**src/sv/assert_macros.svh**
```systemverilog
// ---------------------------------------------------------------------------
// Assertion macros
// Shared concurrent assertion forms, clocked on clock and disabled in reset.
// ---------------------------------------------------------------------------
`ifndef ASSERT_MACROS_SVH
`define ASSERT_MACROS_SVH

// Same-cycle implication.
`define RBSI_ASSERT_IMPL(lbl, ante, cons, msg) \
   lbl: assert property (@(posedge clock) disable iff (reset) (ante) |-> (cons)) \
      else $error(msg);

// Next-cycle implication.
`define RBSI_ASSERT_NEXT(lbl, ante, cons, msg) \
   lbl: assert property (@(posedge clock) disable iff (reset) (ante) |=> (cons)) \
      else $error(msg);

`endif

```
**src/sv/rbsi_pkg.sv**
```systemverilog
// ---------------------------------------------------------------------------
// rbsi_pkg
// Types, constants and helpers of the ray/box slab intersection unit.
// ---------------------------------------------------------------------------
package rbsi_pkg;

   localparam int AXES  = 3;
   localparam int LANES = 2 * AXES;   // near and far division per axis
   localparam int Q_W   = 32;         // Q16.16 word
   localparam int NUM_W = 48;         // |plane - origin| * 2^16
   localparam int DEN_W = 32;         // |direction|
   localparam int T_W   = 50;         // signed distance with infinity codes

   localparam logic signed [T_W-1:0] T_POS_INF = {2'b00, {(T_W-2){1'b1}}};
   localparam logic signed [T_W-1:0] T_NEG_INF = -T_POS_INF;

   // Configuration register indexes.
   localparam logic [2:0] REG_MIN_X = 3'd0;
   localparam logic [2:0] REG_MIN_Y = 3'd1;
   localparam logic [2:0] REG_MIN_Z = 3'd2;
   localparam logic [2:0] REG_MAX_X = 3'd3;
   localparam logic [2:0] REG_MAX_Y = 3'd4;
   localparam logic [2:0] REG_MAX_Z = 3'd5;

   typedef struct packed {
      logic [LANES-1:0] neg;      // quotient sign per lane
      logic [AXES-1:0]  zero;     // direction component is zero
      logic [AXES-1:0]  in_slab;  // origin within slab, inclusive
   } side_type;

   typedef struct packed {
      logic [LANES-1:0][NUM_W-1:0] num;
      logic [LANES-1:0][DEN_W-1:0] den;
      side_type                    side;
   } div_in_type;

   typedef struct packed {
      logic [LANES-1:0][NUM_W-1:0] quo;
      side_type                    side;
   } div_out_type;

   typedef struct packed {
      logic            hit;
      logic [Q_W-1:0]  t_enter;
      logic [Q_W-1:0]  t_exit;
   } result_type;

   function automatic logic [Q_W-1:0] sat_q(input logic signed [T_W-1:0] v);
      logic signed [T_W-1:0] hi;
      logic signed [T_W-1:0] lo;
      hi = T_W'(64'sd2147483647);
      lo = -T_W'(64'sd2147483648);
      if (v > hi) begin
         return 32'h7FFF_FFFF;
      end else if (v < lo) begin
         return 32'h8000_0000;
      end
      return v[Q_W-1:0];
   endfunction

endpackage

```
**src/sv/rbsi_prep.sv**
```systemverilog
// ---------------------------------------------------------------------------
// rbsi_prep
// Forms numerator and divisor magnitudes and slab flags for all six lanes.
// ---------------------------------------------------------------------------
module rbsi_prep import rbsi_pkg::*; (
   input  logic                      clock,
   input  logic                      reset,
   input  logic                      en,
   input  logic                      in_valid,
   input  logic [AXES-1:0][Q_W-1:0]  origin,
   input  logic [AXES-1:0][Q_W-1:0]  direction,
   input  logic [AXES-1:0][Q_W-1:0]  box_min,
   input  logic [AXES-1:0][Q_W-1:0]  box_max,
   output logic                      out_valid,
   output div_in_type                out_data
);

   logic       valid_ff;
   div_in_type data_ff;
   div_in_type data_in;

   always_comb begin
      logic signed [Q_W:0] d_lo;
      logic signed [Q_W:0] d_hi;
      logic signed [Q_W:0] d_near;
      logic signed [Q_W:0] d_far;
      logic signed [Q_W:0] dir_ext;
      logic [Q_W:0]        dir_mag;
      logic [Q_W:0]        n_mag;
      logic [Q_W:0]        f_mag;
      logic                dneg;
      data_in = '0;
      for (int a = 0; a < AXES; a++) begin
         d_lo    = $signed({box_min[a][Q_W-1], box_min[a]})
                   - $signed({origin[a][Q_W-1], origin[a]});
         d_hi    = $signed({box_max[a][Q_W-1], box_max[a]})
                   - $signed({origin[a][Q_W-1], origin[a]});
         dneg    = direction[a][Q_W-1];
         d_near  = dneg ? d_hi : d_lo;
         d_far   = dneg ? d_lo : d_hi;
         dir_ext = $signed({dneg, direction[a]});
         dir_mag = dneg ? (Q_W+1)'(-dir_ext) : (Q_W+1)'(dir_ext);
         n_mag   = d_near[Q_W] ? (Q_W+1)'(-d_near) : (Q_W+1)'(d_near);
         f_mag   = d_far[Q_W]  ? (Q_W+1)'(-d_far)  : (Q_W+1)'(d_far);
         data_in.num[2*a]       = {n_mag[Q_W-1:0], 16'h0000};
         data_in.num[2*a+1]     = {f_mag[Q_W-1:0], 16'h0000};
         data_in.den[2*a]       = dir_mag[DEN_W-1:0];
         data_in.den[2*a+1]     = dir_mag[DEN_W-1:0];
         data_in.side.neg[2*a]   = d_near[Q_W] ^ dneg;
         data_in.side.neg[2*a+1] = d_far[Q_W] ^ dneg;
         data_in.side.zero[a]    = (direction[a] == '0);
         data_in.side.in_slab[a] = (d_lo <= 0) && (d_hi >= 0);
      end
   end

   always_ff @(posedge clock) begin
      if (reset) begin
         valid_ff <= 1'b0;
      end else if (en) begin
         valid_ff <= in_valid;
      end
      if (en) begin
         data_ff <= data_in;
      end
   end

   assign out_valid = valid_ff;
   assign out_data  = data_ff;

endmodule

```
**config.mk**
```make
export PLATFORM = sky130hd
export DESIGN_NAME = rbsi_prep
export DESIGN_NICKNAME = d
export VERILOG_FILES = /design/src/sv/assert_macros.svh /design/src/sv/rbsi_pkg.sv /design/src/sv/rbsi_prep.sv
export SDC_FILE = /design/constraint.sdc
export NUM_CORES = 1
export LEC_CHECK = 0
export BUFFER_PORTS_ARGS = -buffer_cell sky130_fd_sc_hd__buf_2
export CORE_AREA = 3 3 344 346
export CTS_BUF_LIST = sky130_fd_sc_hd__clkbuf_8
export DETAILED_ROUTE_END_ITERATION = 6
export DIE_AREA = 0 0 347 349
export GPL_ROUTABILITY_DRIVEN = 0
export RECOVER_POWER = 25
export SLEW_MARGIN = 30
export SYNTH_ARGS = -nofsm -noshare
export SYNTH_HDL_FRONTEND = slang
export SYNTH_SLANG_ARGS = --single-unit
```
**constraint.sdc**
```tcl
create_clock -name clock -period 5.5 [get_ports clock]
set_input_delay 0.55 -clock clock [delete_from_list [all_inputs] [get_ports clock]]
set_output_delay 0.55 -clock clock [all_outputs]
set_load 0.005 [all_outputs]
```
==> flow_metrics.tcl <==
set metrics [dict create \
    status "finished, violations left" \
    violations "capacitance limit, slew limit" \
    clkTransAtPathRegs_ns 0.05 \
    synthCells 4020 \
    cp_num_buf_inv 3 \
    cap_viol_max_count 1 \
    htreeDepth 2 \
    peakVddDrop_uv 160 \
    worstPathMaxFanout 5 \
    cts_setup_buffers 0 \
    ys_top_cells_by_area "edfxtp_1 (27%), ha_1 (7.5%), xnor2_1 (6.9%)" \
    ys_types 110 \
    clock_latency_ns 0.74 \
    worstPathRequired_ns 5.96 \
    cts.sinks 301 \
    cts_tree "built" \
    drtPass1Iterations 6 \
    end_kind "register" \
    async_flop_share_pct 0 \
    synth_ff_type "edfxtp_1" \
    worst_path_max_delay_cell "or4_1" \
    grt_antenna_before_repair 13 \
    yosysTopAreaCell "edfxtp_1" \
    synth_edf_count 300 \
    final_antenna_net_count 0 \
    routed_wl_um 142000 \
    ios 881 \
    relSlewSlack_pct -192 \
    die_height_um 349 \
    grt_pass1_wl_um 204000 \
    die-area_um2 121000 \
    period_minus_slack_ns 4.54 \
    setup-tns-final_ns 0 \
    avgSynthCellArea_um2 8.38 \
    max_freq_ghz 0.220 \
    hold_viol 0 \
    core.rowCount 125 \
    drt_iter0_drc 3261 \
    portBuffers 784 \
    p_leak_nw 16.3 \
    finalSetupViolCount 0 \
    crit_arrival_ns 5.01 \
    yosysTopAreaCellShare_pct 26.8 \
    synth-seq-area-share_pct 26.8 \
    worst_pin_slew_ns 4.37 \
    r2r-start "out_valid" \
    root_buffer "clkbuf_8" \
    area_growth_pct 16.7 \
    grt-ovfl-total 0 \
    drv_slew 82 \
    hp-class "input port to register" \
    critical_path_class "input port to register" \
    vias_per_cell 5.59 \
    grt_pass1_vias 32100 \
    cp_top_family "compound AO/OA/AOI/OAI gates" \
    cts_made_buffers 58 \
    rsz0062_at_grt "no" \
    place_hpwl_um 118000 \
    layout-drive-gt1-share_pct 21.8 \
    worst_r2r_path_depth 2 \
    drc 0 \
    crit_path_cell_trace "buf_2 > inv_1 > ha_1 > inv_1 > fa_1 > a211oi_1 > o21ai_0 > a22oi_1 > nand2_1 > xor2_1 > or4_1 > a2111o_1 > nand4b_1 > o31ai_1 > xnor2_1" \
    slowest_delay_ns 0.65 \
    ctsResizeCount 0 \
    die_w_um 347 \
    worstHoldStart "direction[10]" \
    cpMostUsedCell "inv_1" \
    synthesis.area_um2 33700 \
    r2r-end "out_valid" \
    yosysWarnings 0 \
    grt_max_degree 120 \
    start_kind "input port" \
    final_nets 5233 \
    total_power_mw 10.6 \
    skew_ns 0 \
    rrSetupSlack_ns 4.92 \
    holdPathStages 2 \
    grt_util_all_layers_pct 22.0 \
    vias 34800 \
    worst_hold_path.endpoint "out_data[54]" \
    p_per_area_nw_per_um2 270 \
    cts_max_path_buffers 3 \
    core_area_um2 116000 \
    synth_seq_cells 301 \
    wl_per_cell_um 22.8 \
    start_util_pct 29.1 \
    fin_crit_sh_pct 82.6 \
]
==> power by group <==
part	internal (mW)	total [mW]	switching [mW]	leakage, nW
clock network	1.26	2.41	1.16	0.640
logic	1.80	4.77	2.96	12.7
registers	3.15	3.43	0.276	2.94
total	6.21	10.6	4.40	16.3
==> routing by layer <==
metal	GRT usage, %	share of wire [%]
met5	0	0.031
met4	10.3	5.4
met3	4.37	9.0
met2	36.7	46
met1	27.4	40
==> cell type report <==
class / count / area [um2]
Multi-Input combinational cell: 3268 / 22200
Timing Repair Buffer: 833 / 4330
Sequential cell: 301 / 9030
Antenna cell: 10 / 25.0
Inverter: 176 / 661
Clock inverter: 51 / 390
Fill cell: 12200 / 76400
Clock buffer: 59 / 812
Tap cell: 1524 / 1910
==> layout by cell type, fill, tap and decap left out, drive strengths merged, types with 70 or more instances in the layout <==
cell type,count
xnor2,266
o21ai,242
a21oi,345
nor3,126
nand4,70
nor2,246
inv,190
ha,201
edfxtp,300
conb,96
buf,824
a211oi,72
nand3,101
nand2,305
mux2i,93
xor2,91
==> per-stage QoR <==
stage	instance area, um2	setup WS (ns)	instances	util, %	hold slack, ns
after floorplan	34000	0.868	4115	-	0.485
after global placement	38100	0.443	6100	32.9	0.474
after detailed placement	38100	0.382	6100	32.9	0.483
after CTS	39300	1.22	6212	34.0	0.0386
after global routing	39300	0.751	6216	33.9	0.0677
final	39300	0.955	6222	34.0	0.137
==> how the worst max path moves through the flow <==
stage / startpoint / to / slack (ns) / depth (start not counted)
2_1_floorplan: direction[31] / out_data[294] / 0.87 / 15
3_3_place_gp: box_min[32] / out_data[344] / 0.44 / 15
3_5_place_dp: box_max[0] / out_data[299] / 0.38 / 16
4_1_cts: box_max[0] / out_data[246] / 1.22 / 16
5_1_grt: box_min[32] / out_data[344] / 0.75 / 15
6_report: box_min[32] / out_data[344] / 0.96 / 15
==> sequential cells by signal (all words and copies together), names as in the netlist <==
name,flops
out_valid,1
out_data,300
==> logic make-up after synthesis <==
| kind of cell | Yosys count | synth area share, % |
|---|---|---|
| and+or+nand+nor | 1223 | 18.4 |
| adders and majority gates | 207 | 7.82 |
| DFF | 301 | 26.8 |
| other | 1 | 0.0111 |
| muxes | 124 | 3.80 |
| xor gates and xnor gates | 357 | 9.28 |
| buffers and inverters | 546 | 8.47 |
| AOI/OAI and AO/OA | 1261 | 25.4 |
==> worst register-to-register path: stages, from the launching register on <==
cell,delay [ns]
dfxtp_1,0.31
mux2i_1,0.12
nor2_1,0.05
==> synth_stat cells, types with 70 or more instances <==
library cell / number
inv_1: 175
xnor2_1: 266
nor3_1: 126
mux2i_1: 93
nand2_1: 305
buf_4: 200
nor2_1: 246
ha_1: 201
o21ai_0: 235
xor2_1: 91
nand4_1: 70
edfxtp_1: 300
nand3_1: 101
clkbuf_1: 127
a21oi_1: 342
==> timing repair <==
| action | in CTS | in global routing |
|---|---|---|
| hold endpoints to repair | 2 | 0 |
| endpoints found under the setup margin | 0 | 0 |
| hold buffers | 2 | 0 |
Power figures use the tool's default switching activity.
