===== config.mk =====
export PLATFORM = sky130hd
export DESIGN_NAME = rbsi_merge
export DESIGN_NICKNAME = d
export VERILOG_FILES = /design/src/sv/assert_macros.svh /design/src/sv/rbsi_pkg.sv /design/src/sv/rbsi_merge.sv
export SDC_FILE = /design/constraint.sdc
export NUM_CORES = 2
export LEC_CHECK = 0
export ABC_CLOCK_PERIOD_IN_PS = 5900
export BUFFER_PORTS_ARGS = -buffer_cell sky130_fd_sc_hd__buf_2
export CORE_ASPECT_RATIO = 1.5
export CORE_UTILIZATION = 62
export CTS_BUF_LIST = sky130_fd_sc_hd__clkbuf_4
export DETAILED_ROUTE_END_ITERATION = 8
export PLACE_DENSITY = 0.83
export SYNTH_ARGS = -nofsm -noshare
export SYNTH_HDL_FRONTEND = slang
export SYNTH_SLANG_ARGS = --single-unit
export TNS_END_PERCENT = 50

===== constraint.sdc =====
create_clock -name clock -period 5.9 [get_ports clock]
set_input_delay 1.77 -clock clock [delete_from_list [all_inputs] [get_ports clock]]
set_output_delay 1.77 -clock clock [all_outputs]
set_load 0.03 [all_outputs]

===== src/sv/assert_macros.svh =====
// ---------------------------------------------------------------------------
// Assertion macros
// Shared concurrent assertion forms, clocked on clock and disabled in reset.
// ---------------------------------------------------------------------------
`ifndef ASSERT_MACROS_SVH
`define ASSERT_MACROS_SVH

// Same-cycle implication.
`define RBSI_ASSERT_IMPL(lbl, ante, cons, msg) \
   lbl: assert property (@(posedge clock) disable iff (reset) (ante) |-> (cons)) \
      else $error(msg);

// Next-cycle implication.
`define RBSI_ASSERT_NEXT(lbl, ante, cons, msg) \
   lbl: assert property (@(posedge clock) disable iff (reset) (ante) |=> (cons)) \
      else $error(msg);

`endif


===== src/sv/rbsi_pkg.sv =====
// ---------------------------------------------------------------------------
// rbsi_pkg
// Types, constants and helpers of the ray/box slab intersection unit.
// ---------------------------------------------------------------------------
package rbsi_pkg;

   localparam int AXES  = 3;
   localparam int LANES = 2 * AXES;   // near and far division per axis
   localparam int Q_W   = 32;         // Q16.16 word
   localparam int NUM_W = 48;         // |plane - origin| * 2^16
   localparam int DEN_W = 32;         // |direction|
   localparam int T_W   = 50;         // signed distance with infinity codes

   localparam logic signed [T_W-1:0] T_POS_INF = {2'b00, {(T_W-2){1'b1}}};
   localparam logic signed [T_W-1:0] T_NEG_INF = -T_POS_INF;

   // Configuration register indexes.
   localparam logic [2:0] REG_MIN_X = 3'd0;
   localparam logic [2:0] REG_MIN_Y = 3'd1;
   localparam logic [2:0] REG_MIN_Z = 3'd2;
   localparam logic [2:0] REG_MAX_X = 3'd3;
   localparam logic [2:0] REG_MAX_Y = 3'd4;
   localparam logic [2:0] REG_MAX_Z = 3'd5;

   typedef struct packed {
      logic [LANES-1:0] neg;      // quotient sign per lane
      logic [AXES-1:0]  zero;     // direction component is zero
      logic [AXES-1:0]  in_slab;  // origin within slab, inclusive
   } side_type;

   typedef struct packed {
      logic [LANES-1:0][NUM_W-1:0] num;
      logic [LANES-1:0][DEN_W-1:0] den;
      side_type                    side;
   } div_in_type;

   typedef struct packed {
      logic [LANES-1:0][NUM_W-1:0] quo;
      side_type                    side;
   } div_out_type;

   typedef struct packed {
      logic            hit;
      logic [Q_W-1:0]  t_enter;
      logic [Q_W-1:0]  t_exit;
   } result_type;

   function automatic logic [Q_W-1:0] sat_q(input logic signed [T_W-1:0] v);
      logic signed [T_W-1:0] hi;
      logic signed [T_W-1:0] lo;
      hi = T_W'(64'sd2147483647);
      lo = -T_W'(64'sd2147483648);
      if (v > hi) begin
         return 32'h7FFF_FFFF;
      end else if (v < lo) begin
         return 32'h8000_0000;
      end
      return v[Q_W-1:0];
   endfunction

endpackage


===== src/sv/rbsi_merge.sv =====
// ---------------------------------------------------------------------------
// rbsi_merge
// Signs the quotients, then narrows the interval over x and y, then z.
// ---------------------------------------------------------------------------
module rbsi_merge import rbsi_pkg::*; (
   input  logic        clock,
   input  logic        reset,
   input  logic        en,
   input  logic        in_valid,
   input  div_out_type in_data,
   output logic        out_valid,
   output result_type  out_data
);

   logic signed [T_W-1:0] tn_ff [AXES];
   logic signed [T_W-1:0] tn_in [AXES];
   logic signed [T_W-1:0] tf_ff [AXES];
   logic signed [T_W-1:0] tf_in [AXES];
   logic [AXES-1:0]       ok_ff, ok_in;
   logic                  v1_ff;

   logic signed [T_W-1:0] xn_ff, xn_in, xf_ff, xf_in, zn_ff, zf_ff;
   logic                  h2_ff, h2_in, okz_ff, v2_ff;

   always_comb begin
      logic signed [T_W-1:0] qn;
      logic signed [T_W-1:0] qf;
      for (int a = 0; a < AXES; a++) begin
         qn = $signed({2'b00, in_data.quo[2*a]});
         qf = $signed({2'b00, in_data.quo[2*a+1]});
         if (in_data.side.neg[2*a])   qn = -qn;
         if (in_data.side.neg[2*a+1]) qf = -qf;
         tn_in[a] = in_data.side.zero[a] ? T_NEG_INF : qn;
         tf_in[a] = in_data.side.zero[a] ? T_POS_INF : qf;
         ok_in[a] = !in_data.side.zero[a] || in_data.side.in_slab[a];
      end
   end

   always_comb begin
      h2_in = ok_ff[0] && ok_ff[1] && !(tn_ff[0] > tf_ff[1] || tn_ff[1] > tf_ff[0]);
      xn_in = (tn_ff[1] > tn_ff[0]) ? tn_ff[1] : tn_ff[0];
      xf_in = (tf_ff[1] < tf_ff[0]) ? tf_ff[1] : tf_ff[0];
   end

   always_ff @(posedge clock) begin
      if (reset) begin
         v1_ff <= 1'b0;
         v2_ff <= 1'b0;
      end else if (en) begin
         v1_ff <= in_valid;
         v2_ff <= v1_ff;
      end
      if (en) begin
         tn_ff  <= tn_in;
         tf_ff  <= tf_in;
         ok_ff  <= ok_in;
         h2_ff  <= h2_in;
         xn_ff  <= xn_in;
         xf_ff  <= xf_in;
         zn_ff  <= tn_ff[2];
         zf_ff  <= tf_ff[2];
         okz_ff <= ok_ff[2];
      end
   end

   always_comb begin
      logic                  hit;
      logic signed [T_W-1:0] rn;
      logic signed [T_W-1:0] rf;
      hit = h2_ff && okz_ff && !(xn_ff > zf_ff || zn_ff > xf_ff);
      rn  = (zn_ff > xn_ff) ? zn_ff : xn_ff;
      rf  = (zf_ff < xf_ff) ? zf_ff : xf_ff;
      out_data.hit     = hit;
      out_data.t_enter = hit ? sat_q(rn) : '0;
      out_data.t_exit  = hit ? sat_q(rf) : '0;
   end

   assign out_valid = v2_ff;

endmodule


==> results.md <==
- Sequential elements use a little over two fifths of the synthesized area.
- The root buffer cell chosen for the clock tree is sky130_fd_sc_hd__clkbuf_4.
- The clock arrives with between 0.04 and 0.05 ns of skew.
- The final number of max-transition violations is 0.
- The most used flip-flop cell after synthesis is sky130_fd_sc_hd__edfxtp_1.
- The number of hold buffers added after CTS is 0.
- The width of the chip is 196.0 um.
- The critical path startpoint category is a flip-flop.
- The checks that failed: setup timing.
- The final routed wirelength across all metal layers is 110900 um.
- The placeable core area is ~56000 um2.
- The synthesized netlist occupies a cell area of between 30000 and 40000 um2.
- After clock tree synthesis, the clock-pin slew on the worst setup and hold paths is 0.08 ns.
- The number of global-route vias before repair was between 20000 and 30000.
- Headroom to the max-slew limit came out at 24.43%.
- In this run the worst path has a maximum fanout of 15.
- The number of inserted filler cells in the final layout is a little under 4000.
- Once placement completed, the tool counted placed cells totaling about 4400.
- Measured along the y axis, the die boundary spans about 290 um.
- The longest clock path from root to sink contains 3 buffers.
- Across the run, the number of max-cap violations was 0.
- The average wire per standard cell is around 23 um.
- The number of failing hold endpoints at the final stage was 0.
- The flip-flop and latch count after synthesis is about 510.
- The worst min-delay path category is reg2reg.
- The number of port buffers is ~370.
- The number of antenna violations at the first check in global routing is 13.
- The minimum clock period after layout is ~6.4 ns.
- The remaining antenna violation count after routing is 0.
- The count of cells in the finished layout, fillers not included, comes to between 4000 and 5000.
- The post-synthesis cell count is 3406.
- Setup repair after global routing could not meet its margin everywhere.
- Synthesis produced a netlist with a net count of approximately 4100.
- Across every metal layer, demand over resource in global routing totals 36.99%.
- The power per cell area is 267.7 nW/um2.
- In this run the mean area of a mapped cell was ~10 um2.
- The total number of yosys warnings is 0.
- The top cell type's share of synthesized area is roughly 43%.
- Summed over all layers, the global routing overflow is 0.
- The critical path data required time is ~4.1 ns.
- The detailed-route vias per instance is 6.367.
- The number of CTS-inserted buffers is 117.
- The first-pass GRT wire length is 160000 um.
- The highest clock frequency the design can meet is roughly 0.16 GHz.
- CTS saw between 500 and 600 sinks.
- The peak ir drop on the vdd network is ~0.19 mV.
- The die outline area is 57420 um2.
- The placed instances occupy a cell area of roughly 38000 um2.
- After synthesis, the share of flip-flops with an asynchronous set or reset is 0%.
- For this run, the detailed router's first-pass iteration total came to 8.
- The count of standard-cell rows is 106.
- The clock insertion delay at the later pin of the skew report is 0.94 ns.
- The I/O pin total is 370.
- The final net count is roughly 4600.
- The violation count after the first detailed-routing iteration is 2225.
- Detailed placement finished with a half-perimeter wire length of 80300 um.
- The number of enable-type register cells in the synthesized netlist is 505.
- At the pin with the least slew margin, the transition time is 1.123 ns.
- Compared with the post-synthesis result, the final layout area differs by 18.48%.
- TritonCTS built the clock tree.
- The classification of the worst setup path is reg2out.
- STA classifies the critical path endpoint as a primary output.
- The final worst slack is -0.5193 ns.
- The H-tree generated during clock tree synthesis spans 3 levels.
- The number of vias in the routed layout is 30070.
- By area the synthesized netlist is led by sky130_fd_sc_hd__edfxtp_1 43%, sky130_fd_sc_hd__ha_1 14%, sky130_fd_sc_hd__xor2_1 6.0%, sky130_fd_sc_hd__inv_1 3.6%, sky130_fd_sc_hd__nand2_1 2.9%.
- Setup violations remaining at the end of the flow were counted as 65.
- The run finished, with violations left.
- The biggest area contributor in the post-synthesis netlist is sky130_fd_sc_hd__edfxtp_1.
- The starting density of the core is between 60 and 70%.
- The unique cell type count in the Yosys netlist is just over 70.
- For this run, design rule violations remaining after detail routing come to 0.
- The finished layout cell area is around 41000 um2.
- Summed over all cells, the static leakage comes to roughly 18 nW.
- Routability-driven placement finished with a final weighted congestion of slightly above 1.
- Of the available clock period, the critical path in the final layout requires 108.8%.
- Entering global routing, the biggest net connects between 100 and 150 pins.
- The worst hold slack across all endpoints is between 0.3 and 0.4 ns.
- Cells with a size suffix above 1 make up a little under a quarter of the layout.
- The data arrival time at the worst-slack endpoint is ~4.7 ns.
[Yosys cell counts, types with 5 or more instances]
cell                        instances
sky130_fd_sc_hd__o41ai_1           48
sky130_fd_sc_hd__xor2_1           238
sky130_fd_sc_hd__nand3_1           46
sky130_fd_sc_hd__or2_2             23
sky130_fd_sc_hd__o31ai_1           76
sky130_fd_sc_hd__o211ai_1          14
sky130_fd_sc_hd__a221o_1            8
sky130_fd_sc_hd__nand2_1          273
sky130_fd_sc_hd__o21ai_0          155
sky130_fd_sc_hd__a21o_1            81
sky130_fd_sc_hd__nor2_1           245
sky130_fd_sc_hd__inv_1            338
sky130_fd_sc_hd__nor2b_1           15
sky130_fd_sc_hd__mux2_2            51
sky130_fd_sc_hd__a221oi_1          10
sky130_fd_sc_hd__a2111oi_0         35
sky130_fd_sc_hd__a211o_1            5
sky130_fd_sc_hd__nand2b_1          19
sky130_fd_sc_hd__a211oi_1          47
sky130_fd_sc_hd__buf_1             10
sky130_fd_sc_hd__or4_1             34
sky130_fd_sc_hd__edfxtp_1         505
sky130_fd_sc_hd__and2_1             6
sky130_fd_sc_hd__nor4_1            55
sky130_fd_sc_hd__and4_1             6
sky130_fd_sc_hd__clkbuf_1          97
sky130_fd_sc_hd__xnor2_1           24
sky130_fd_sc_hd__or3_1             54
sky130_fd_sc_hd__nor3_1            62
sky130_fd_sc_hd__a21oi_1          139
sky130_fd_sc_hd__ha_1             404
sky130_fd_sc_hd__nand4_1           99
sky130_fd_sc_hd__and3_1            16
sky130_fd_sc_hd__o21a_1             8
sky130_fd_sc_hd__mux2i_1           91
[cells in the final DEF (no fill, tap or decap), drive strengths merged, types with 19 or more instances in the layout]
master | Yosys | routed
a2111oi | 35 | 35
a211oi | 47 | 47
a21o | 81 | 81
a21oi | 139 | 139
buf | 13 | 503
clkbuf | 97 | 164
clkinv | 4 | 43
edfxtp | 505 | 505
ha | 404 | 404
inv | 338 | 340
mux2 | 51 | 51
mux2i | 91 | 91
nand2 | 273 | 273
nand2b | 19 | 19
nand3 | 46 | 46
nand4 | 99 | 99
nor2 | 245 | 245
nor3 | 62 | 62
nor4 | 56 | 56
o21ai | 155 | 155
o31ai | 78 | 78
o41ai | 50 | 50
or2 | 25 | 25
or3 | 56 | 56
or4 | 36 | 36
xnor2 | 24 | 24
xor2 | 238 | 238
[sequential cells by signal (all words and copies together) (netlist names), 3 cells and up]
register	cells
ok_ff	3
xn_ff	50
zn_ff	50
xf_ff	50
tf_ff	150
tn_ff	150
zf_ff	50
[metrics by stage]
stage	utilization (%)	worst slack [ns]	power, W	TNS (ns)
2_1_floorplan	-	-0.1042	0.006490	-3.127
3_3_place_gp	67.91	0.2239	0.007507	0
3_5_place_dp	67.91	0.2638	0.007578	0
4_1_cts	73.04	-0.2140	0.01076	-8.039
5_1_grt	74.43	-0.5609	0.01157	-27.49
6_report	74.44	-0.5193	0.01110	-25.58
[report_power, final]
group          internal [W]  total [W]  switching, W
logic               0.00143    0.00344       0.00201
clock network       0.00140    0.00287       0.00148
registers           0.00444    0.00479      0.000341
[layer usage]
layer	vias to the layer above	track usage (%)	wire (um)
met1	13990	43.34	39650
met3	480	6.600	10260
met4	12	27.46	9455
li1	13750	-	-
met5	-	0	76
met2	1831	60.83	51470
[worst max-delay path, stage by stage (launching register included)]
cell and delay, ns:
sky130_fd_sc_hd__edfxtp_1 0.44, sky130_fd_sc_hd__buf_6 0.16, sky130_fd_sc_hd__inv_4 0.05, sky130_fd_sc_hd__ha_4 0.20, sky130_fd_sc_hd__a21oi_1 0.20, sky130_fd_sc_hd__nand2_1 0.09, sky130_fd_sc_hd__a221o_1 0.35, sky130_fd_sc_hd__a2111oi_4 0.46
sky130_fd_sc_hd__o211ai_1 0.19, sky130_fd_sc_hd__mux2_4 0.38, sky130_fd_sc_hd__mux2i_4 0.26, sky130_fd_sc_hd__buf_6 0.24, sky130_fd_sc_hd__a2111oi_2 0.44, sky130_fd_sc_hd__buf_4 0.23
[kinds of logic (layout without fill, tap and decap cells)]
family                     count (synthesis)  after routing  synth area share, %
and+or+nand+nor                          976            976                13.72
other                                      0              7                    0
DFF                                      507            507                43.44
xor gates and xnor gates                 262            262                6.557
buffers and inverters                    452           1056                4.858
muxes                                    142            142                4.244
AOI/OAI and AO/OA                        663            667                12.74
adders and majority gates                404            404                14.44
[layout make-up]
type	instances	area (um2)	share of cell area, %
Multi-Input combinational cell	2451	19150	46.17
Clock inverter	47	281.5	0.6789
Clock buffer	161	1209	2.915
Antenna cell	7	17.52	0.04224
Timing Repair Buffer	506	3442	8.301
Tap cell	702	878.3	2.118
Inverter	342	1286	3.102
Sequential cell	507	15200	36.67
[repair_timing]
item                                    in CTS  in global routing
cloned                                       8                  3
setup buffers                               53                 30
endpoints found under the setup margin      65                 65
pin swaps                                   23                 43
endpoints found under the hold margin        0                  0
resized for setup                          228                 89
[path summary, 6_finish.rpt]
check,slack [ns],from,end,depth (start not counted)
max,-0.52,xn_ff[8]$_DFFE_PP_,out_data[62],13
min reg2reg,0.39,tf_ff[3]$_SDFFCE_PP1P_,zf_ff[3]$_DFFE_PP_,0
max reg2reg,1.74,tn_ff[123]$_SDFFCE_PP0P_,xn_ff[2]$_DFFE_PP_,11
min,0.39,tf_ff[3]$_SDFFCE_PP1P_,zf_ff[3]$_DFFE_PP_,0
Note: power is estimated with default switching activity, not from simulation.
